<file path="config.mk">
export PLATFORM = sky130hd
export DESIGN_NAME = dcf_mac
export DESIGN_NICKNAME = d
export VERILOG_FILES = /design/src/hdl/dcf_pkg.sv /design/src/hdl/dcf_mac.sv
export SDC_FILE = /design/constraint.sdc
export NUM_CORES = 2
export LEC_CHECK = 0
export ABC_AREA = 0
export BUFFER_PORTS_ARGS = -buffer_cell sky130_fd_sc_hd__buf_2
export CAP_MARGIN = 20
export CORE_ASPECT_RATIO = 0.7
export CORE_MARGIN = 2
export CORE_UTILIZATION = 51
export DETAILED_ROUTE_END_ITERATION = 7
export GPL_ROUTABILITY_DRIVEN = 0
export PLACE_DENSITY_LB_ADDON = 0.05
export RECOVER_POWER = 100
export SYNTH_ARGS = -nofsm -noshare
export SYNTH_HDL_FRONTEND = slang
export SYNTH_SLANG_ARGS = --single-unit
</file>
<file path="constraint.sdc">
create_clock -name clk -period 6 [get_ports clk]
set_input_delay 1.2 -clock clk [delete_from_list [all_inputs] [get_ports clk]]
set_output_delay 1.2 -clock clk [all_outputs]
set_load 0.1 [all_outputs]
</file>
<file path="src/hdl/dcf_pkg.sv">
// Package for the decimating complex FIR: widths, commands, shared types.
// No dependencies.
package dcf_pkg;
  localparam int SampleW = 16;
  localparam int CoefW = 16;
  localparam int SumW = 32;
  localparam int CmdW = 2;
  localparam int IdxW = 6;
  localparam int StepW = 8;
  localparam int TapsW = 7;
  localparam int CfgW = 8;
  localparam int CfgIdxW = 1;
  localparam int DefaultMaxTaps = 64;
  localparam int QueueDepth = 2;

  typedef enum logic [CmdW-1:0] {
    CMD_SAMPLE  = 2'd0,
    CMD_COEF    = 2'd1,
    CMD_RESTART = 2'd2,
    CMD_NONE    = 2'd3
  } cmd_t;

  typedef enum logic [CfgIdxW-1:0] {
    REG_STEP = 1'b0,
    REG_TAPS = 1'b1
  } reg_idx_t;

  typedef enum logic [1:0] {
    ST_IDLE,
    ST_MAC,
    ST_DRAIN,
    ST_OUT
  } mac_state_t;
endpackage

</file>
<file path="src/hdl/dcf_mac.sv">
// Back end: sample history, coefficient memories and one shared complex MAC.
// Depends on dcf_pkg.
module dcf_mac #(
  parameter int MAX_TAPS = dcf_pkg::DefaultMaxTaps,
  parameter int TW = $clog2(MAX_TAPS + 1),
  parameter int AW = $clog2(MAX_TAPS)
) (
  input  logic clk,
  input  logic rst,
  input  logic q_valid,
  output logic q_ready,
  input  logic q_fire,
  input  logic [TW-1:0] q_taps,
  input  logic signed [dcf_pkg::SampleW-1:0] q_sample,
  input  logic q_is_sample,
  input  logic q_is_coef,
  input  logic [AW-1:0] q_cidx,
  input  logic signed [dcf_pkg::CoefW-1:0] q_cre,
  input  logic signed [dcf_pkg::CoefW-1:0] q_cim,
  output logic out_valid,
  input  logic out_ready,
  output logic signed [dcf_pkg::SumW-1:0] real_sum,
  output logic signed [dcf_pkg::SumW-1:0] imag_sum
);
  import dcf_pkg::*;

  logic signed [SampleW-1:0] hist_mem [2**AW];
  logic signed [CoefW-1:0] cre_mem [MAX_TAPS];
  logic signed [CoefW-1:0] cim_mem [MAX_TAPS];
  logic [AW-1:0] head;
  logic [TW-1:0] k, taps;
  mac_state_t state, state_next;
  logic signed [SampleW-1:0] s_rd;
  logic signed [CoefW-1:0] cr_rd, ci_rd;
  logic rd_v, pr_v;
  logic signed [SumW-1:0] pr_re, pr_im, acc_re, acc_im;
  logic take, start, issue, done_issue;

  assign take = q_valid && q_ready;
  assign start = take && q_is_sample && q_fire;
  assign issue = (state == ST_MAC);
  assign done_issue = issue && (k == taps - TW'(1));

  always_comb begin
    state_next = state;
    unique case (state)
      ST_IDLE:  if (start) state_next = ST_MAC;
      ST_MAC:   if (done_issue) state_next = ST_DRAIN;
      ST_DRAIN: if (!rd_v && !pr_v) state_next = ST_OUT;
      ST_OUT:   if (out_ready) state_next = ST_IDLE;
      default:  state_next = ST_IDLE;
    endcase
  end

  always_comb begin
    q_ready = (state == ST_IDLE);
    out_valid = (state == ST_OUT);
  end

  always_ff @(posedge clk) begin
    if (rst) begin
      state <= ST_IDLE;
      head <= '0;
      k <= '0;
      rd_v <= 1'b0;
      pr_v <= 1'b0;
    end else begin
      state <= state_next;
      if (take && q_is_sample) head <= head - AW'(1);
      if (start) k <= '0;
      else if (issue) k <= k + TW'(1);
      rd_v <= issue;
      pr_v <= rd_v;
    end
  end

  always_ff @(posedge clk) begin
    if (start) taps <= q_taps;
    if (take && q_is_sample) hist_mem[head - AW'(1)] <= q_sample;
    if (take && q_is_coef) begin
      cre_mem[q_cidx] <= q_cre;
      cim_mem[q_cidx] <= q_cim;
    end
    s_rd <= hist_mem[head + AW'(k)];
    cr_rd <= cre_mem[AW'(k)];
    ci_rd <= cim_mem[AW'(k)];
    pr_re <= SumW'(s_rd) * SumW'(cr_rd);
    pr_im <= SumW'(s_rd) * SumW'(ci_rd);
    if (start) begin
      acc_re <= '0;
      acc_im <= '0;
    end else if (pr_v) begin
      acc_re <= acc_re + pr_re;
      acc_im <= acc_im + pr_im;
    end
  end

  assign real_sum = acc_re;
  assign imag_sum = acc_im;
endmodule

</file>
== Word-level counts from Yosys, hierarchy flattened ==
Memory sizes are Yosys's and may differ from the RTL's. A register that Yosys moved wholly into a read port is not among the register bits.
Cells that the tools add are included.

* Flip-flop bits (word level): 152
* RAM bits: 3,072
* Input port bits: 68
* Output and inout port bits: 66
* Logic and storage cells: 49
* Memories: 3

* Add/subtract/negate cells: 6
* Multiply operators: 2
* Equal/unequal tests: 8
* Multiplexer cells: 9
* Reductions and logical operators: 11

{| class="wikitable"
|+ Memory list
! name !! words !! width !! rd ports !! clocked after Yosys merged registers in !! write ports !! RTL line !! text
|-
| cim_mem || 64 || 16 || 1 || 1 || 1 || dcf_mac.sv:29 || <nowiki>logic signed [CoefW-1:0] cim_mem [MAX_TAPS];</nowiki>
|-
| cre_mem || 64 || 16 || 1 || 1 || 1 || dcf_mac.sv:28 || <nowiki>logic signed [CoefW-1:0] cre_mem [MAX_TAPS];</nowiki>
|-
| hist_mem || 64 || 16 || 1 || 1 || 1 || dcf_mac.sv:27 || <nowiki>logic signed [SampleW-1:0] hist_mem [2**AW];</nowiki>
|}

{| class="wikitable"
|+ Operators by type and width
! cell !! count
|-
| adder 32 bit || 2
|-
| multiplier 16 x 16 -> 32 bit || 2
|-
| 2-to-1 mux 2 bit || 4
|-
| case mux 2 bit (4 select lines) || 1
|-
| adder 7 x 1 -> 7 bit (second input constant) || 1
|-
| equality test 7 bit || 1
|-
| subtractor 7 x 1 -> 7 bit (second input constant) || 1
|-
| adder 6 bit || 1
|-
| logical AND 1 bit || 6
|-
| inequality test 2 x 1 -> 1 bit (second input constant) || 3
|-
| subtractor 6 x 1 -> 6 bit (second input constant) || 1
|-
| equality test 2 bit (second input constant) || 2
|-
| 2-to-1 mux 1 bit || 4
|-
| AND reduction 4 bit || 1
|-
| equality test 2 x 1 -> 1 bit (second input constant) || 1
|-
| zero test 1 bit || 2
|-
| zero test 2 bit || 1
|-
| inequality test 2 bit (second input constant) || 1
|-
| OR reduction 2 bit || 1
|}

== Depth between registers and ports, before layout ==
* Depth after elaboration: 6
* Mapped depth: 25
* Gate-level depth less buffers: 24

== Worst setup path after synthesis ==
Ideal clock, no wire load.

* Path kind: flip-flop to flip-flop
* Start: register cr_rd[1] (read register of cre_mem)
* End: register pr_re[30]
* Setup time: 0.072 ns
* Arrival time: 6.004 ns
* Data required time: 5.928 ns
* Slack: -0.077 ns
* Stages on the path, launching flop included: 22
* Path buffers: 1
* Period minus slack after synthesis: 6.077 ns
* Path through: dfxtp_1 > clkbuf_1 > nand2_1 > fa_1 > fa_1 > fa_1 > fa_1 > inv_1 > fa_1 > fa_1 > ha_1 > a21o_1 > a21o_1 > a21o_1 > a41oi_2 > o211a_1 > nor3_1 > a211o_1 > a41o_1 > a21o_1 > a21oi_1 > xnor2_1

* Cells in the longest elaborated chain, start to end: 1

{| class="wikitable"
|+ RTL lines
! item !! RTL line !! text
|-
| start, declared || dcf_mac.sv:34 || <nowiki>logic signed [CoefW-1:0] cr_rd, ci_rd;</nowiki>
|-
| multiplier 16 x 16 -> 32 bit || dcf_mac.sv:87 || <nowiki>pr_re <= SumW'(s_rd) * SumW'(cr_rd);</nowiki>
|-
| end signal, assigned || dcf_mac.sv:87 ||
|-
| end, declared || dcf_mac.sv:36 || <nowiki>logic signed [SumW-1:0] pr_re, pr_im, acc_re, acc_im;</nowiki>
|}

Every way passes these cells.
A chain may end at the register's enable or synchronous reset.

== Final worst setup path ==
* Start: register cr_rd[5] (read register of cre_mem)
* End: register pr_re[30]

Same word-level chain as after synthesis.

==> flow_summary.json <==
{
  "multi_input_area_mm2": 0.0460,
  "max-cap-violations": 175,
  "seq_area_frac_synth": 0.664,
  "ios": 134,
  "wire_per_inst_um": 30.5,
  "fill_cells": 21300,
  "syn2layout_area_growth_pct": 12.6,
  "wl_met2_mm": 165,
  "r2r-start": "cr_rd[5]",
  "worstSetupPathType": "reg -> reg",
  "post-place-ws_ns": -0.338,
  "nets": 9031,
  "wl_met1_mm": 169,
  "portBuffers": 133,
  "avgSynthCellArea_um2": 19.1,
  "dieArea_mm2": 0.289,
  "violations": "max-capacitance violations, max-slew violations, negative setup slack",
  "grt.total_usage": 0.261,
  "clk_path_buf_depth": 4,
  "setup_violations": 1,
  "drive_gt1_frac": 0.237,
  "yosys-top-cells-area": "edfxtp_1, mux4_2, fa_1",
  "cp-end-kind": "register",
  "worstMarginPinSlew_ns": 3.40,
  "hold-worst-slack_ns": 0.494,
  "drc": 0,
  "yosysUniqueCellTypes": 84,
  "clock_latency_ns": 0.89,
  "core_mm2": 0.282,
  "numCtsBuffers": 317,
  "highest_layer": "met5",
  "route.met3.wl_mm": 30.5,
  "dr.pass1.iters": 5,
  "final_common_cell": "edfxtp_1",
  "dp_cells": 11600,
  "synth_edf_count": 3079,
  "syn_nets": 8418,
  "clk_pin_slew_worst_paths_ns": 0.06,
  "maxSlewViolCount": 5122,
  "yosysWarnings": 0,
  "clkSinkCount": 3272,
  "cts-root-buf": "clkbuf_16",
  "relSlewSlack": -1.27,
  "rr_worst_depth": 24,
  "fmax_ghz": 0.165,
  "dp_hpwl_mm": 227,
  "syn_inst": 7585,
  "synth_area_leader_cell": "edfxtp_1",
  "viasPerCell": 6.05,
  "cts_tree": "yes",
  "hold_start": "rd_v",
  "instances_no_fill": 12200,
  "fp.dieW_um": 642,
  "critPathLaunchType": "register",
  "mostFrequentLayoutCells": "edfxtp_1, mux4_2, inv_1",
  "synthArstFlopShare": 0,
  "ys_seq_elements": 3272,
  "synthFlopType": "edfxtp_1",
  "synthesis.area_mm2": 0.145,
  "grt_max_degree": 121,
  "rows": 163,
  "crit_arrival_ns": 6.80,
  "finalClockSkew_ns": 0.0722,
  "min_to": "pr_v",
  "grt_pass1_vias": 75100,
  "rsz0062_at_grt": "yes",
  "initial_utilization": 0.514,
  "period_needed_ns": 6.06,
  "grt_pass1_wl_mm": 539,
  "antenna_found_initial": 22,
  "reg2reg_slack_ns": -0.06,
  "fin_ws_ns": -0.0581,
  "final_antenna_net_count": 0,
  "hold_violations": 0,
  "htree_levels": 5,
  "routed_wl_mm": 373,
  "regArea_mm2": 0.0964,
  "whs_path_depth": 1,
  "vias": 73900,
  "fin_setup_tns_ns": -0.0581,
  "grt.overflow.total": 0,
  "required_ns": 6.74,
  "die_y_um": 450,
  "crit_path_max_fanout": 5,
  "synth_top_cell_area_share": 0.637,
  "min_path_type": "reg -> reg",
  "timing.rr.end": "pr_re[30]",
  "finalCritPeriodShare": 1.01,
  "outcome": "finished with violations",
  "drt_iter0_drc": 8558
}
[synth_stat cells, drive strengths merged, types with 3 or more instances]
cell type and number:
buf 83, a211oi 31, a31oi 14, nand3 32
o21bai 18, nor2b 39, nand4 15, a221oi 3
o221ai 3, o211ai 3, o2111ai 3, clkbuf 266
dfxtp 193, a21o 56, or2 4, nand3b 7
nor2 275, nand2 306, a41oi 3, o31ai 5
o22ai 3, edfxtp 3079, a21oi 126, nor4 4
xor2 43, a21boi 3, nand4b 3, or3 9
mux2i 56, xnor2 102, o21a 20, ha 238
and2 253, inv 600, fa 527, nand2b 22
o21ai 61, and3 12, a31o 4, nor3 35
mux4 992
[area by class of cell]
type | instances | area share
clock inverters | 153 | 0.00732
flip-flops and latches | 3272 | 0.590
repair buffers | 643 | 0.0262
inverters | 600 | 0.0138
well taps | 3795 | 0.0291
clock buffers | 394 | 0.0515
diodes | 9 | 0.000138
multi-input cells | 3364 | 0.282
[logic make-up after synthesis]
kind of cell	after synthesis	synth area share
buffers and inverters	949	0.0250
flip-flops	3272	0.664
XOR/XNOR	145	0.00880
multiplexers	1048	0.158
AND/OR/NAND/NOR	1029	0.0341
AO/OA/AOI/OAI	377	0.0172
adder cells (fa/ha/maj)	765	0.0932
[per-layer routing]
layer | GRT usage | vias up
met1 | 0.418 | 40000
met4 | 0.0503 | 6
met3 | 0.0423 | 454
li1 | - | 30500
met5 | 0 | -
met2 | 0.382 | 2982
[registers in the layout, indices dropped and copies added, names as in the netlist]
register and cells:
taps 7, k 7, state 2, pr_v 1, ci_rd 16, real_sum 32, cim_mem 1024, pr_re 32
cre_mem 1024, cr_rd 16, imag_sum 32, head 6, s_rd 16, pr_im 32, rd_v 1, hist_mem 1024
[repair_timing]
action	in CTS	in global routing
setup buffers	12	27
gates resized for setup	75	160
pin swaps	41	116
hold buffers	0	0
cloned	1	4
setup endpoints to repair	15	23
[worst max-delay path, stage by stage, from the launching register on]
cell	delay (ns)
dfxtp_4	0.36
buf_4	0.15
and2_1	0.17
fa_1	0.50
inv_1	0.05
fa_1	0.47
fa_1	0.49
inv_1	0.05
fa_1	0.51
fa_1	0.54
inv_1	0.06
fa_1	0.54
inv_2	0.05
ha_4	0.22
a21oi_2	0.12
o21ai_1	0.09
a21o_1	0.19
a41oi_2	0.13
o211a_1	0.24
nor3_4	0.05
a211o_1	0.33
a41o_1	0.21
a21o_1	0.17
a21oi_2	0.14
xnor2_1	0.12
[through the flow]
step,util,cell area [um2]
2_1_floorplan,-,145000
3_3_place_gp,0.545,154000
3_5_place_dp,0.545,154000
4_1_cts,0.580,164000
5_1_grt,0.578,163000
6_report,0.578,163000
[how the worst max path moves through the flow]
| stage | depth (start not counted) | end | from | slack (ns) |
|---|---|---|---|---|
| floorplan | 22 | pr_re[30] | s_rd[15] | 0.0003 |
| global placement | 23 | pr_im[25] | s_rd[11] | -0.31 |
| detailed placement | 23 | pr_im[25] | s_rd[11] | -0.34 |
| CTS | 22 | pr_re[30] | cr_rd[5] | -0.11 |
| global route | 22 | pr_re[30] | cr_rd[5] | -0.22 |
| finish | 24 | pr_re[30] | cr_rd[5] | -0.06 |
Power is not shown: default switching activity piles up to over one toggle a cycle in this logic, so the estimate is an artifact.
