**src/hdl/dcf_pkg.sv**
```systemverilog
// Package for the decimating complex FIR: widths, commands, shared types.
// No dependencies.
package dcf_pkg;
  localparam int SampleW = 16;
  localparam int CoefW = 16;
  localparam int SumW = 32;
  localparam int CmdW = 2;
  localparam int IdxW = 6;
  localparam int StepW = 8;
  localparam int TapsW = 7;
  localparam int CfgW = 8;
  localparam int CfgIdxW = 1;
  localparam int DefaultMaxTaps = 64;
  localparam int QueueDepth = 2;

  typedef enum logic [CmdW-1:0] {
    CMD_SAMPLE  = 2'd0,
    CMD_COEF    = 2'd1,
    CMD_RESTART = 2'd2,
    CMD_NONE    = 2'd3
  } cmd_t;

  typedef enum logic [CfgIdxW-1:0] {
    REG_STEP = 1'b0,
    REG_TAPS = 1'b1
  } reg_idx_t;

  typedef enum logic [1:0] {
    ST_IDLE,
    ST_MAC,
    ST_DRAIN,
    ST_OUT
  } mac_state_t;
endpackage

```
**src/hdl/dcf_front.sv**
```systemverilog
// Front end: accepts items, keeps counters, queues work for the MAC engine.
// Depends on dcf_pkg.
module dcf_front #(
  parameter int MAX_TAPS = dcf_pkg::DefaultMaxTaps,
  parameter int TW = $clog2(MAX_TAPS + 1),
  parameter int AW = $clog2(MAX_TAPS)
) (
  input  logic clk,
  input  logic rst,
  input  logic in_valid,
  output logic in_ready,
  input  logic [dcf_pkg::CmdW-1:0] command,
  input  logic signed [dcf_pkg::SampleW-1:0] sample,
  input  logic [dcf_pkg::IdxW-1:0] coef_index,
  input  logic signed [dcf_pkg::CoefW-1:0] coef_real,
  input  logic signed [dcf_pkg::CoefW-1:0] coef_imag,
  input  logic [dcf_pkg::StepW-1:0] step_reg,
  input  logic [dcf_pkg::TapsW-1:0] taps_reg,
  output logic q_valid,
  input  logic q_ready,
  output logic q_fire,
  output logic [TW-1:0] q_taps,
  output logic signed [dcf_pkg::SampleW-1:0] q_sample,
  output logic q_is_sample,
  output logic q_is_coef,
  output logic [AW-1:0] q_cidx,
  output logic signed [dcf_pkg::CoefW-1:0] q_cre,
  output logic signed [dcf_pkg::CoefW-1:0] q_cim
);
  import dcf_pkg::*;
  localparam int EW = 1 + 1 + 1 + TW + SampleW + AW + 2 * CoefW;
  localparam int QAW = $clog2(QueueDepth);

  logic [EW-1:0] qmem [QueueDepth];
  logic [QAW-1:0] wp, rp;
  logic [QAW:0] cnt;
  logic [TW-1:0] fill_count, fill_count_next;
  logic [StepW-1:0] step_phase, step_phase_next;
  logic [TW-1:0] taps;
  logic [StepW-1:0] step;
  logic fire, acc, push, pop, cidx_ok;
  logic [EW-1:0] entry;

  always_comb begin
    if (taps_reg == '0) taps = TW'(1);
    else if (int'(taps_reg) > MAX_TAPS) taps = TW'(MAX_TAPS);
    else taps = TW'(taps_reg);
    step = (step_reg == '0) ? StepW'(1) : step_reg;
  end

  assign in_ready = (cnt < (QAW + 1)'(QueueDepth));
  assign acc = in_valid && in_ready;
  assign cidx_ok = ({{TW{1'b0}}, coef_index} < (TW + IdxW)'(MAX_TAPS));

  always_comb begin
    fill_count_next = fill_count;
    step_phase_next = step_phase;
    fire = 1'b0;
    if (fill_count < taps) begin
      fill_count_next = fill_count + TW'(1);
      if (fill_count_next == taps) begin
        step_phase_next = '0;
        fire = 1'b1;
      end
    end else begin
      step_phase_next = step_phase + StepW'(1);
      if (step_phase_next >= step) begin
        step_phase_next = '0;
        fire = 1'b1;
      end
    end
    if ({{TW{1'b0}}, step} > (TW + StepW)'(taps)) fire = 1'b0;
  end

  assign push = acc && (command == CMD_SAMPLE || (command == CMD_COEF && cidx_ok));
  assign pop = q_valid && q_ready;
  assign entry = {command == CMD_SAMPLE, command == CMD_COEF, fire, taps, sample,
                  AW'(coef_index), coef_real, coef_imag};

  always_ff @(posedge clk) begin
    if (rst) begin
      fill_count <= '0;
      step_phase <= '0;
      wp <= '0;
      rp <= '0;
      cnt <= '0;
    end else begin
      if (acc && command == CMD_SAMPLE) begin
        fill_count <= fill_count_next;
        step_phase <= step_phase_next;
      end else if (acc && command == CMD_RESTART) begin
        fill_count <= '0;
        step_phase <= '0;
      end
      if (push) wp <= (wp == QAW'(QueueDepth - 1)) ? '0 : wp + QAW'(1);
      if (pop) rp <= (rp == QAW'(QueueDepth - 1)) ? '0 : rp + QAW'(1);
      cnt <= cnt + (QAW + 1)'(push) - (QAW + 1)'(pop);
    end
  end

  always_ff @(posedge clk) begin
    if (push) qmem[wp] <= entry;
  end

  assign q_valid = (cnt != '0);
  assign {q_is_sample, q_is_coef, q_fire, q_taps, q_sample, q_cidx, q_cre, q_cim} = qmem[rp];
endmodule

```
**config.mk**
```make
export PLATFORM = sky130hd
export DESIGN_NAME = dcf_front
export DESIGN_NICKNAME = d
export VERILOG_FILES = /design/src/hdl/dcf_pkg.sv /design/src/hdl/dcf_front.sv
export SDC_FILE = /design/constraint.sdc
export NUM_CORES = 1
export LEC_CHECK = 0
export ABC_AREA = 0
export BUFFER_PORTS_ARGS = -buffer_cell sky130_fd_sc_hd__clkbuf_2
export CORE_MARGIN = 1.5
export CORE_UTILIZATION = 44
export CTS_CLUSTER_DIAMETER = 200
export DETAILED_ROUTE_END_ITERATION = 10
export PLACE_DENSITY = 0.67
export SLEW_MARGIN = 30
export SYNTH_ARGS = -nofsm -noshare
export SYNTH_HDL_FRONTEND = slang
export SYNTH_SLANG_ARGS = --single-unit
```
**constraint.sdc**
```tcl
create_clock -name clk -period 4.76 [get_ports clk]
set_clock_uncertainty 0.15 [all_clocks]
set_input_delay 0.476 -clock clk [delete_from_list [all_inputs] [get_ports clk]]
set_output_delay 0.476 -clock clk [all_outputs]
set_load 0.005 [all_outputs]
```
Yosys cells after proc, flatten, opt, wreduce, memory -nomap -nowiden
Memory sizes are Yosys's and may differ from the RTL's. A register that Yosys moved wholly into a read port is not among the register bits.
Cells that the tools add are included.
{ "totals": {"regBits": 19, "latch_bits": 0, "ramBits": 128, "mem_bits_ro": 0, "in_bits": 75, "out_inout_bits": 66, "elab_cells": 56, "n_memories": 1} }
{ "op_classes": {"addsub": 6, "n_mul": 0, "div_mod_pow": 0, "magnitude_cmp": 5, "n_eq_ne": 5, "n_shift": 0, "n_mux": 21, "bitwise": 0, "n_reduce_logical": 13} }
{ "mem_list": {"columns": ["memory", "words", "width", "read_ports", "rd_clocked_by_memory_dff", "write_ports", "line", "rtl"], "rows": [
  ["qmem", 2, 64, 1, 1, 1, "dcf_front.sv:34", "logic [EW-1:0] qmem [QueueDepth];"]
]} }
{ "op_table": {"columns": ["operator", "count"], "rows": [
  ["$mux 8", 6],
  ["$mux 7", 5],
  ["$mux 1", 10],
  ["$add 8x1->8 const B", 1],
  ["$ge 8x8->1", 1],
  ["$gt 8x7->1", 1],
  ["$logic_not 8->1", 1],
  ["$add 7x1->7 const B", 1],
  ["$eq 7x7->1", 1],
  ["$gt 7x7->1 const B", 1],
  ["$logic_not 7->1", 1],
  ["$lt 7x7->1", 1],
  ["$logic_and 1x1->1", 5],
  ["$reduce_and 2->1", 2],
  ["$reduce_bool 2->1", 2],
  ["$ne 3x3->1 const B", 1],
  ["$add 1x1->1 const B", 2],
  ["$add 2x1->2", 1],
  ["$eq 2x1->1 const B", 1],
  ["$eq 2x2->1 const B", 1],
  ["$logic_not 2->1", 1],
  ["$lt 2x2->1 const B", 1],
  ["$ne 2x2->1 const B", 1],
  ["$sub 2x1->2", 1],
  ["$logic_or 1x1->1", 1]
]} }

Depth between registers and ports, before layout
Gate-level depths: netlist (run 1).
{ "depth": {"ltp_word": 7, "ltp_mapped": 11, "depth_no_buf": 11} }

Least setup slack after synthesis (run 1)
Ideal clock, no wire load.
{ "synth_path": {"path_type": "input to register", "from": "input port in_valid", "to": "memory qmem[0][0] in the netlist's numbering (enable)", "arrival_ns": 3.513, "setup_slack_ns": 0.611, "stages": 3, "path_buffers": 0, "path_cell_list": "nor2b_1 -> nand2b_1 -> nor2_1"} }
{ "synth_via": {"elab_chain_cells": 4} }
{ "synth_rtl": {"columns": ["element", "line", "rtl"], "rows": [
  ["start, declared", "dcf_front.sv:10", "input logic in_valid,"],
  ["$logic_and 1x1->1", "dcf_front.sv:52", "assign acc = in_valid && in_ready;"],
  ["$logic_and 1x1->1", "dcf_front.sv:75", "assign push = acc && (command == CMD_SAMPLE || (command == CMD_COEF && cidx_ok));"],
  ["$mux 1", "dcf_front.sv:102", "if (push) qmem[wp] <= entry;"],
  ["$mux 1 (implied by the code)", "dcf_front.sv:102", null],
  ["end, declared", "dcf_front.sv:34", null]
]} }
No other way between the ends.

==> summary.txt, run 1 <==
SETUP PATH
-----------------------------------------------------------------------------------------
Largest delay contributor family on the critical path                          flip-flops
Data arrival, critical path                                                       2.38 ns
Endpoint kind of the worst setup timing path                                  output port
Required arrival time at the worst endpoint                                       4.13 ns
Slowest stage cell, crit path                                                sky130_fd_sc_hd__dfxtp_2
Cells traversed along the worst timing path                                  buf_4, mux2_2, clkbuf_2
Buffers plus inverters on the worst setup path                                          2
Kind of critical path                                                        flip-flop to output port
Highest cell delay on the worst timing path                                       0.93 ns
Type of element launching the critical path                                     flip-flop
Crit-path max FO                                                                       36

FLOORPLANNING
-----------------------------------------------------------------------------------------
I/O pin total                                                                         141
Initial Util                                                                        45.3%
Floorplan Core Area                                                            14000 um^2
Chip Width                                                                         123 um
Die Span Y                                                                         123 um
Die ar.                                                                        15100 um^2
Row count                                                                              43

TIMING
-----------------------------------------------------------------------------------------
Setup slack of the critical path after layout                                     1.75 ns
Tcrit/Tclk final                                                                    63.2%
Final hold violations                                                                   0
Slew of the pin with the lowest slew margin                                      0.920 ns
Minimum period implied by the final worst setup slack                             3.01 ns
Worst slew margin relative to its limit                                             38.7%
Final setup TNS                                                                      0 ns
Number of failing setup endpoints in the final timing report                            0
Max Freq                                                                          333 MHz
RSZ-0062 raised after global routing                                                false
Max-slew violation count                                                                0

ROUTE
-----------------------------------------------------------------------------------------
Number of nets with antenna violations after routing                                    0
Detail-routed net length per standard cell                                        16.9 um
Final routed wirelength across all metal layers                                  12800 um
Top layer used by detailed routing                                                   met4
Detailed Routing Iterations Pass 1                                                      4
Total routed wire length on the met1 layer                                        5630 um
Via count                                                                            3896
Residual DRC                                                                            0
Met2 routed wirelength                                                            6190 um
Detail Route met3 WL                                                               920 um
Drt first-iter violations                                                             223
Vias/cell                                                                            5.13

YOSYS
-----------------------------------------------------------------------------------------
Netlist area before placement                                                   6340 um^2
Number of nets in the synthesized netlist                                             515
Sequential element share of the synthesized area                                    67.0%
Synth Register Bits                                                                   148
Synth warn                                                                              0
Synthesized area per cell                                                       15.2 um^2
Proportion of register bits with asynchronous set or reset after synthesis             0%
Number of distinct library cells after synthesis                                       46
Number of instances in the synthesized netlist                                        416
Top flip-flop cell by instance count after synthesis                         sky130_fd_sc_hd__edfxtp_1
Number of synthesized flops with an enable pin                                        128

GLOBAL ROUTING
-----------------------------------------------------------------------------------------
Wire length of the first global-routing pass                                     19500 um
Pin count of the biggest net entering global routing                                   65
Initial antenna violation count                                                         0
Grt total ovfl                                                                          0
Total global-route track usage                                                      17.3%
Via count of the first global-routing pass                                           3986

PLACE
-----------------------------------------------------------------------------------------
DP Wirelength                                                                     9160 um
Number of port buffers                                                                140
Placement-stage worst setup slack                                                 1.72 ns
Cells after DPL                                                                       727
Post-detailed-placement cell area                                               7270 um^2
Weighted congestion reported at the end of routability-driven placement             0.839

CTS
-----------------------------------------------------------------------------------------
Reg clk slew, reported paths                                                      0.06 ns
Post-cts repair resize count                                                            0
Post-CTS Hold Buffers                                                                   0
TritonCTS clock tree                                                                built
Clock Sinks                                                                           148
Clock buffer depth                                                                      2
Cts bufs inserted                                                                      17
Clock latency on the worst-skew pair                                              0.41 ns
Buffers inserted by post-CTS timing repair                                              0
H-Tree Depth                                                                            4
Master cell of the clock root buffer                                         sky130_fd_sc_hd__clkbuf_16

LAYOUT
-----------------------------------------------------------------------------------------
Fraction of final layout cells sized beyond drive strength 1                        43.9%
Post-layout instance count excluding filler cells                                     759
Cell area after layout                                                          7840 um^2
Count of fill cells added during filler insertion                                    1168
Core occupancy in the finished layout                                               56.1%
Number of nets in the layout                                                          665
Area grow syn2layout                                                                23.7%
Antenna Diode Count                                                                     0

PWR
-----------------------------------------------------------------------------------------
Largest vdd supply drop                                                            209 uV
Static Leakage                                                                    3.13 nW
Power density over the cells                                                  447 nW/um^2

HOLD PATH
-----------------------------------------------------------------------------------------
Worst min-delay path class                                                   input pin to flip-flop

JOB
-----------------------------------------------------------------------------------------
Max-capacitance violation count                                                         0

OUTCOME
-----------------------------------------------------------------------------------------
Run status                                                                   finished, final reports clean

==> kinds of logic after synthesis <==
kind of cell	Yosys count	synth area share, %
flops	148	67.0
simple gates	81	6.93
mux	67	11.9
compound gates	44	4.70
buf+inv	32	1.91
fa+ha+maj	25	4.90
xor+xnor	19	2.74
==> layout by cell type, fill, tap and decap left out, drive strengths merged, types with 2 or more instances in the layout <==
master    n
xor2      5
nor2     23
a211oi    6
and3      5
nand2b    3
nor3      5
a22o      4
mux2i     2
mux2     65
dfxtp    20
nor4b     2
buf       5
nor2b     4
clkbuf  159
and2      2
a21oi    13
xnor2    14
a21o      6
o21ai     8
nand3     5
edfxtp  128
inv      19
clkinv    9
or2       3
ha       24
bufinv    3
nand4     3
nand2    17
nand3b    5
==> where the power goes <==
group | internal (W) | total (W) | switching [W]
sequential | 0.00152 | 0.00159 | 0.0000703
clock | 0.000812 | 0.00128 | 0.000470
combinational | 0.000348 | 0.000640 | 0.000292
==> metal layers <==
metal | track usage (%) | up-vias
li1 | - | 1864
met1 | 21.8 | 1887
met2 | 28.0 | 137
met3 | 5.49 | 8
met4 | 6.47 | 0
met5 | 0 | -
==> stage by stage <==
stage	power [W]	hold slack (ns)
after floorplan	0.00197	0.320
after global placement	0.00225	0.336
after detailed placement	0.00226	0.350
after CTS	0.00355	0.0844
after global routing	0.00367	0.0771
final	0.00351	0.109
==> cell usage after synthesis (all sizes together) (2+ instances only) <==
cell / n / area share [%]
nand2b: 3 / 0.30
nand3b: 5 / 0.59
dfxtp: 20 / 6.3
nand4: 3 / 0.30
nor4b: 2 / 0.51
and3: 5 / 0.51
clkbuf: 13 / 0.77
a211oi: 6 / 0.71
nor3: 5 / 0.39
nor2b: 4 / 0.39
and2: 2 / 0.20
a21oi: 13 / 1.0
nand2: 17 / 1.2
inv: 18 / 1.1
mux2i: 2 / 0.32
xor2: 5 / 0.69
ha: 24 / 4.7
nor2: 23 / 1.4
or2: 3 / 0.30
xnor2: 14 / 2.1
a21o: 6 / 0.71
nand3: 5 / 0.39
mux2: 65 / 12
o21ai: 8 / 0.69
a22o: 4 / 0.55
edfxtp: 128 / 61
==> worst paths after layout <==
kind	start	endpoint	slack [ns]	cells past startpoint
worst max-delay path	flip-flop	q_cre[12]	1.75	3
worst min-delay path	coef_real[1]	qmem[1][17]	0.11	1
worst max register to register	step_phase[0]	step_phase[0]	1.76	11
worst min register to register	rp	rp	0.37	2
==> state kept, by name (all words and copies together), names as in the netlist, named ones only <==
name        count
rp              1
cnt             2
qmem          128
wp              1
step_phase      8
fill_count      7
==> area by class of cell <==
type	instances	area [um^2]	area share (%)
tap	180	225	2.87
sequential	148	4250	54.1
multi-input combinational	236	1990	25.3
clock inverter	13	139	1.77
clock buffer	19	433	5.52
inverter	18	67.6	0.861
timing repair buffer	145	746	9.51
No activity file was read; power rests on OpenSTA's default activity.
==> run 2: changes to the inputs <==
--- a/config.mk
+++ b/config.mk
@@ -11,7 +11,7 @@
 export CORE_UTILIZATION = 44
 export CTS_CLUSTER_DIAMETER = 200
 export DETAILED_ROUTE_END_ITERATION = 10
-export PLACE_DENSITY = 0.67
+export PLACE_DENSITY = 0.7
 export SLEW_MARGIN = 30
 export SYNTH_ARGS = -nofsm -noshare
 export SYNTH_HDL_FRONTEND = slang
==> constraint.sdc (replaced) <==
create_clock -name clk -period 2.5 [get_ports clk]
set_clock_uncertainty 0.15 [all_clocks]
set_input_delay 0.25 -clock clk [delete_from_list [all_inputs] [get_ports clk]]
set_output_delay 0.25 -clock clk [all_outputs]
set_load 0.005 [all_outputs]
==> run 2 against run 1 <==
  * The flow now finishes with violations (setup timing)
  * Clock power increased by 98%
  * Die area did not move
  * Core utilization is 6.8 points higher
  * Via count grew 8.3%
  * Sequential share of layout area fell by 5.7 points
  * Setup slack worse by 1.9 ns
  * Sequential power increased by 85%
  * Clock-buffer cell count is 2 lower
  * Sequential cell count did not move
  * Cell count increased by 10%
  * Largest power group unchanged
==> summary.txt, run 2 (same netlist as run 1, synthesis figures left out) <==
OUTCOME
--------------------------------------------------------------------------------------
Run status                                                                finished with violations
Failing checks                                                            setup timing

LAYOUT
--------------------------------------------------------------------------------------
Number of nets in the layout                                                       744
Cell area after layout                                                       8790 um^2
Fraction of final layout cells sized beyond drive strength 1                     46.0%
Biggest registers after layout                                            qmem (128), step_phase (8), fill_count (7)
Post-layout instance count excluding filler cells                                  838
Antenna Diode Count                                                                  0
Max FFs per register                                                               128
Area grow syn2layout                                                             38.6%
Most flops, register                                                              qmem
Core occupancy in the finished layout                                            62.8%
Most frequent cells in the layout                                         sky130_fd_sc_hd__clkbuf_2, sky130_fd_sc_hd__edfxtp_1, sky130_fd_sc_hd__mux2_2, sky130_fd_sc_hd__dlygate4sd3_1, sky130_fd_sc_hd__buf_4
Most frequent standard cell in the layout excluding fill and tap cells    sky130_fd_sc_hd__clkbuf_2

SETUP PATH
--------------------------------------------------------------------------------------
Cell count of the worst reg-to-reg path                                             11
Type of element launching the critical path                                  flip-flop
Buffers plus inverters on the worst setup path                                       0
Largest delay contributor family on the critical path                     compound AO/OA/AOI/OAI gates
CP Depth                                                                            11
Required arrival time at the worst endpoint                                    2.51 ns
Kind of critical path                                                     flip-flop to flip-flop
Highest cell delay on the worst timing path                                    0.37 ns
Cells traversed along the worst timing path                               ha_4, nand3_4, or2_4, nand2_4, ha_4, a21o_1, a211oi_2, o31ai_2, o221a_2, nor3_2, a211oi_2
Endpoint kind of the worst setup timing path                                 flip-flop
Crit-path max FO                                                                     4
Slowest stage cell, crit path                                             sky130_fd_sc_hd__dfxtp_4
Data arrival, critical path                                                    2.61 ns

PLACE
--------------------------------------------------------------------------------------
Number of port buffers                                                             140
Weighted congestion reported at the end of routability-driven placement          0.861
Post-detailed-placement cell area                                            7490 um^2
Cells after DPL                                                                    745
DP Wirelength                                                                  8680 um
Placement-stage worst setup slack                                            -0.198 ns

CTS
--------------------------------------------------------------------------------------
Clock latency on the worst-skew pair                                           0.42 ns
Cts bufs inserted                                                                   17
Master cell of the clock root buffer                                      sky130_fd_sc_hd__clkbuf_16
Reg clk slew, reported paths                                                   0.06 ns
Clock buffer depth                                                                   2
H-Tree Depth                                                                         4
Clock Sinks                                                                        148
TritonCTS clock tree                                                             built

FLOORPLANNING
--------------------------------------------------------------------------------------
Die Span Y                                                                      123 um
Floorplan Core Area                                                         14000 um^2
Initial Util                                                                     45.3%
Row count                                                                           43
Die ar.                                                                     15100 um^2
Chip Width                                                                      123 um
I/O pin total                                                                      141

HOLD PATH
--------------------------------------------------------------------------------------
Cells on Worst Hold Path                                                             2
Worst min-delay path class                                                input pin to flip-flop

TIMING
--------------------------------------------------------------------------------------
Worst slew margin relative to its limit                                          71.1%
Worst-case hold slack                                                        0.0733 ns
Slew of the pin with the lowest slew margin                                   0.432 ns
Final hold violations                                                                0
Tcrit/Tclk final                                                                  104%
RSZ-0062 raised after global routing                                              true
Setup slack of the critical path after layout                                -0.105 ns
Number of failing setup endpoints in the final timing report                         5
Max Freq                                                                       384 MHz
Max-slew violation count                                                             0
Minimum period implied by the final worst setup slack                          2.61 ns

PWR
--------------------------------------------------------------------------------------
Static Leakage                                                                 3.50 nW
Power density over the cells                                               782 nW/um^2
Largest vdd supply drop                                                         412 uV

GLOBAL ROUTING
--------------------------------------------------------------------------------------
Met2 Use GR                                                                      30.8%
Total global-route track usage                                                   18.2%
Initial antenna violation count                                                      0
Routing usage on met3                                                            5.17%
Via count of the first global-routing pass                                        4336
Grt total ovfl                                                                       0
Met1 routing resource usage after global routing                                 21.7%
Pin count of the biggest net entering global routing                                63
Wire length of the first global-routing pass                                  20900 um
Most Crowded Layer GR                                                             met2

ROUTE
--------------------------------------------------------------------------------------
Vias/cell                                                                         5.04
Detail-routed net length per standard cell                                     16.0 um
Detailed Routing Iterations Pass 1                                                   4
Residual DRC                                                                         0
Drt first-iter violations                                                          158
Number of nets with antenna violations after routing                                 0
Final routed wirelength across all metal layers                               13400 um
Via count                                                                         4220

JOB
--------------------------------------------------------------------------------------
Max-capacitance violation count                                                      0

-- run 2: report_power, final --
| part | leakage (nW) | switching, W | total (W) | internal, W |
|---|---|---|---|---|
| sequential | 1.34 | 0.0000561 | 0.00294 | 0.00288 |
| clock | 0.281 | 0.00103 | 0.00253 | 0.00150 |
| combinational | 1.88 | 0.000648 | 0.00140 | 0.000751 |
| total | 3.50 | 0.00174 | 0.00687 | 0.00513 |
-- run 2: repair_timing --
item / CTS / global route
pin swaps: 13 / 12
setup buffers: 3 / 2
endpoints found under the hold margin: 112 / 0
gates cloned: 0 / 0
hold buffers: 56 / 0
gates resized for setup: 13 / 7
setup endpoints to repair: 10 / 10
-- run 2: routing by layer --
metal	vias up	wire length, um
met5	-	0
met4	0	266
met3	24	949
met2	141	6580
met1	2032	5580
li1	2023	-
-- run 2: area by class of cell --
cell class,instances,area (um^2)
clock inverter,15,174
clock buffer,17,425
multi-input combinational,236,2120
tap,180,225
sequential,148,4250
fill,1051,5200
inverter,18,67.6
timing repair buffer,224,1520
-- run 2: worst register-to-register path: stages (launching register included) --
cell                       delay (ns)
sky130_fd_sc_hd__dfxtp_4         0.37
sky130_fd_sc_hd__ha_4            0.16
sky130_fd_sc_hd__nand3_4         0.08
sky130_fd_sc_hd__or2_4           0.25
sky130_fd_sc_hd__nand2_4         0.06
sky130_fd_sc_hd__ha_4            0.20
sky130_fd_sc_hd__a21o_1          0.16
sky130_fd_sc_hd__a211oi_2        0.24
sky130_fd_sc_hd__o31ai_2         0.09
sky130_fd_sc_hd__o221a_2         0.31
sky130_fd_sc_hd__nor3_2          0.20
sky130_fd_sc_hd__a211oi_2        0.07
-- run 2: final timing paths --
kind	start	endpoint	slack, ns
setup / recovery	step_phase[1]	qmem[1][61]	-0.11
hold / removal	rst	fill_count[3]	0.07
setup reg to reg	step_phase[1]	qmem[1][61]	-0.11
hold reg to reg	step_phase[7]	step_phase[7]	0.36
-- run 2: metrics by stage --
| step | TNS, ns | power, W |
|---|---|---|
| 6_report | -0.400 | 0.00687 |
| 5_1_grt | -1.24 | 0.00716 |
| 4_1_cts | -0.00662 | 0.00694 |
| 3_5_place_dp | -0.745 | 0.00432 |
| 3_3_place_gp | -0.104 | 0.00430 |
| 2_1_floorplan | -52.87 | 0.00375 |
==> run 3: changes to the inputs <==
==> config.mk (replaced) <==
export PLATFORM = sky130hd
export DESIGN_NAME = dcf_front
export DESIGN_NICKNAME = d
export VERILOG_FILES = /design/src/hdl/dcf_pkg.sv /design/src/hdl/dcf_front.sv
export SDC_FILE = /design/constraint.sdc
export NUM_CORES = 1
export LEC_CHECK = 0
export ABC_AREA = 1
export BUFFER_PORTS_ARGS = -buffer_cell sky130_fd_sc_hd__buf_4
export CORE_MARGIN = 1.5
export CORE_UTILIZATION = 44
export CTS_CLUSTER_DIAMETER = 120
export DETAILED_ROUTE_END_ITERATION = 10
export PLACE_DENSITY = 0.69
export SLEW_MARGIN = 30
export SYNTH_ARGS = -nofsm -noshare
export SYNTH_HDL_FRONTEND = slang
export SYNTH_SLANG_ARGS = --single-unit
==> run 3 against run 2 <==
  * Wire length increased by 4.3%
  * Register-to-register slack improved by 0.30 ns
  * Largest cell class unchanged
  * Via count increased by 4.4%
  * Global-route usage increased by 0.63 points
  * The run now ends clean
  * Synthesized cell count increased by 15%
  * Clock power decreased by 3%
  * Largest power group unchanged
  * Core utilization increased by 1.1 points
==> summary.txt, run 3 <==
OUTCOME
-----------------------------------------------------------------------------------------
Run status                                                                   finished, final reports clean

SETUP PATH
-----------------------------------------------------------------------------------------
Endpoint kind of the worst setup timing path                                    flip-flop
Terminus of the critical flop-to-flop path                                   step_phase[4]
CP Launch Point                                                               taps_reg[6]
Crit-path max FO                                                                        8
Required arrival time at the worst endpoint                                       2.69 ns
Cell count of the worst reg-to-reg path                                                12
R2r startpoint                                                               step_phase[0]
Kind of critical path                                                        input pin to flip-flop
Setup slack of the worst register-to-register path                                0.19 ns
Data arrival, critical path                                                       2.55 ns
Worst setup path end                                                         step_phase[7]
Type of element launching the critical path                                     input pin

YOSYS
-----------------------------------------------------------------------------------------
Netlist area before placement                                                   6420 um^2
Synthesized area per cell                                                       13.4 um^2
Top post-synthesis cells by area                                             sky130_fd_sc_hd__edfxtp_1, sky130_fd_sc_hd__mux2_2, sky130_fd_sc_hd__dfxtp_1
Number of synthesized flops with an enable pin                                        128
Synth Register Bits                                                                   148
Number of nets in the synthesized netlist                                             578
Top cell type's share of synthesized area                                           59.9%
Synth warn                                                                              0
Cell type with the highest aggregate area in the netlist                     sky130_fd_sc_hd__edfxtp_1
Sequential element share of the synthesized area                                    66.1%
Leading cell type by number of instances after synthesis                     sky130_fd_sc_hd__edfxtp_1
Proportion of register bits with asynchronous set or reset after synthesis             0%
Top flip-flop cell by instance count after synthesis                         sky130_fd_sc_hd__edfxtp_1
Number of distinct library cells after synthesis                                       31
Number of instances in the synthesized netlist                                        479
Commonest cells in the netlist                                               sky130_fd_sc_hd__edfxtp_1, sky130_fd_sc_hd__mux2_2, sky130_fd_sc_hd__nand2_1

TIMING
-----------------------------------------------------------------------------------------
Number of failing setup endpoints in the final timing report                            0
Slew of the pin with the lowest slew margin                                      0.414 ns
Max Freq                                                                          424 MHz
Minimum period implied by the final worst setup slack                             2.36 ns
Worst slew margin relative to its limit                                             72.3%
Max-slew violation count                                                                0
Final hold violations                                                                   0
Worst-case hold slack                                                           0.0206 ns
Tcrit/Tclk final                                                                    94.4%

LAYOUT
-----------------------------------------------------------------------------------------
Max FFs per register                                                                  128
Most frequent standard cell in the layout excluding fill and tap cells       sky130_fd_sc_hd__buf_4
Fraction of final layout cells sized beyond drive strength 1                        38.4%
Biggest registers after layout                                               qmem (128), step_phase (8), fill_count (7)
Count of fill cells added during filler insertion                                    1052
Antenna Diode Count                                                                     0
Cell area after layout                                                          8970 um^2
Area occupied by multi-input gates                                              1970 um^2
Most frequent cells in the layout                                            sky130_fd_sc_hd__buf_4, sky130_fd_sc_hd__edfxtp_1, sky130_fd_sc_hd__mux2_2, sky130_fd_sc_hd__dlygate4sd3_1, sky130_fd_sc_hd__nand2_1
Flip-flop and latch area                                                        4250 um^2
Area grow syn2layout                                                                39.7%
Most flops, register                                                                 qmem
Number of nets in the layout                                                          789

FLOORPLANNING
-----------------------------------------------------------------------------------------
Die Span Y                                                                         124 um
Chip Width                                                                         124 um
Die ar.                                                                        15300 um^2
I/O pin total                                                                         141
Row count                                                                              43
Floorplan Core Area                                                            14000 um^2
Initial Util                                                                        45.7%

ROUTE
-----------------------------------------------------------------------------------------
Residual DRC                                                                            0
Via count                                                                            4406
Drt first-iter violations                                                             271
Detail-routed net length per standard cell                                        15.8 um
Final routed wirelength across all metal layers                                  13900 um
Vias/cell                                                                            4.99
Number of nets with antenna violations after routing                                    0
Detailed Routing Iterations Pass 1                                                      4

CTS
-----------------------------------------------------------------------------------------
Master cell of the clock root buffer                                         sky130_fd_sc_hd__clkbuf_16
Cts bufs inserted                                                                      17
Clock Sinks                                                                           148
Clock latency on the worst-skew pair                                              0.41 ns
Clock buffer depth                                                                      2
H-Tree Depth                                                                            4
TritonCTS clock tree                                                                built
Reg clk slew, reported paths                                                      0.06 ns

GLOBAL ROUTING
-----------------------------------------------------------------------------------------
Total global-route track usage                                                      18.9%
Initial antenna violation count                                                         0
Via count of the first global-routing pass                                           4541
Grt total ovfl                                                                          0
Pin count of the biggest net entering global routing                                   65
Wire length of the first global-routing pass                                     21700 um

PWR
-----------------------------------------------------------------------------------------
Largest vdd supply drop                                                            450 uV
Static Leakage                                                                    3.62 nW
Power density over the cells                                                  796 nW/um^2

JOB
-----------------------------------------------------------------------------------------
Max-capacitance violation count                                                         0

PLACE
-----------------------------------------------------------------------------------------
DP Wirelength                                                                     9390 um
Weighted congestion reported at the end of routability-driven placement             0.878
Post-detailed-placement cell area                                               7770 um^2
Number of port buffers                                                                140

HOLD PATH
-----------------------------------------------------------------------------------------
Worst min-delay path class                                                   input pin to flip-flop

==> run 3: area by class of cell <==
type                       instances  area share (%)
sequential                       148            47.4
multi-input combinational        267            22.0
timing repair buffer             208            19.6
clock buffer                      17            4.74
tap                              180            2.51
inverter                          48            2.04
clock inverter                    15            1.72
==> run 3: what timing repair did <==
item,4_1_cts,5_1_grt
hold endpoints to repair,124,0
pin swaps,0,3
resized for setup,1,14
hold buffers,57,0
setup buffers,0,1
setup endpoints to repair,8,17
==> run 3: logic make-up after synthesis <==
kind of cell	synth area share, %
DFF	66.1
and+or+nand+nor	9.33
buffers and inverters	3.94
muxes	11.2
AOI/OAI and AO/OA	3.92
adders and majority gates	4.68
xor gates and xnor gates	0.818
==> run 3: worst min-delay path by stage <==
stage	startpoint	end	slack, ns	cells past startpoint
after floorplan	coef_imag[0]	qmem[0][0]	0.20	0
after global placement	coef_real[12]	qmem[0][28]	0.29	1
after global routing	command[0]	qmem[0][63]	0.008	2
after CTS	command[0]	qmem[0][63]	0.002	2
after detailed placement	sample[10]	qmem[1][48]	0.29	1
final	q_ready	flip-flop	0.02	4
==> run 3: layer usage <==
metal / GRT usage, % / routed length [um]
met5: 0 / 0
met4: 6.54 / 263
met3: 5.31 / 886
met2: 33.9 / 7100
met1: 21.5 / 5690
==> run 3: where the power goes <==
part | switching (W) | leakage (nW) | total [W] | internal, W
combinational | 0.000756 | 2.00 | 0.00169 | 0.000932
clock | 0.000987 | 0.275 | 0.00246 | 0.00147
sequential | 0.0000772 | 1.34 | 0.00299 | 0.00291
==> run 3: critical path: stages <==
cell                            delay (ns)
sky130_fd_sc_hd__dlygate4sd3_1        0.53
sky130_fd_sc_hd__buf_4                0.18
sky130_fd_sc_hd__inv_4                0.12
sky130_fd_sc_hd__nand2_4              0.09
sky130_fd_sc_hd__ha_1                 0.30
sky130_fd_sc_hd__a21oi_1              0.14
sky130_fd_sc_hd__o21ai_0              0.09
sky130_fd_sc_hd__nand4_1              0.09
sky130_fd_sc_hd__nand2_1              0.09
sky130_fd_sc_hd__nor2_4               0.13
sky130_fd_sc_hd__nand2_2              0.07
sky130_fd_sc_hd__buf_4                0.14
sky130_fd_sc_hd__nand2_4              0.09
sky130_fd_sc_hd__nand3_1              0.08
sky130_fd_sc_hd__a21oi_1              0.15
==> run 3: per-stage QoR <==
step | std cells | setup slack, ns | util [%] | power, W | setup TNS (ns)
after floorplan | 479 | -0.357 | - | 0.00386 | -45.66
after global placement | 793 | 0.0259 | 55.3 | 0.00461 | 0
after detailed placement | 793 | -0.0116 | 55.3 | 0.00464 | -0.0387
after CTS | 882 | 0.00967 | 63.5 | 0.00720 | 0
after global routing | 883 | -0.00234 | 63.9 | 0.00748 | -0.00234
final | 883 | 0.141 | 63.9 | 0.00714 | 0
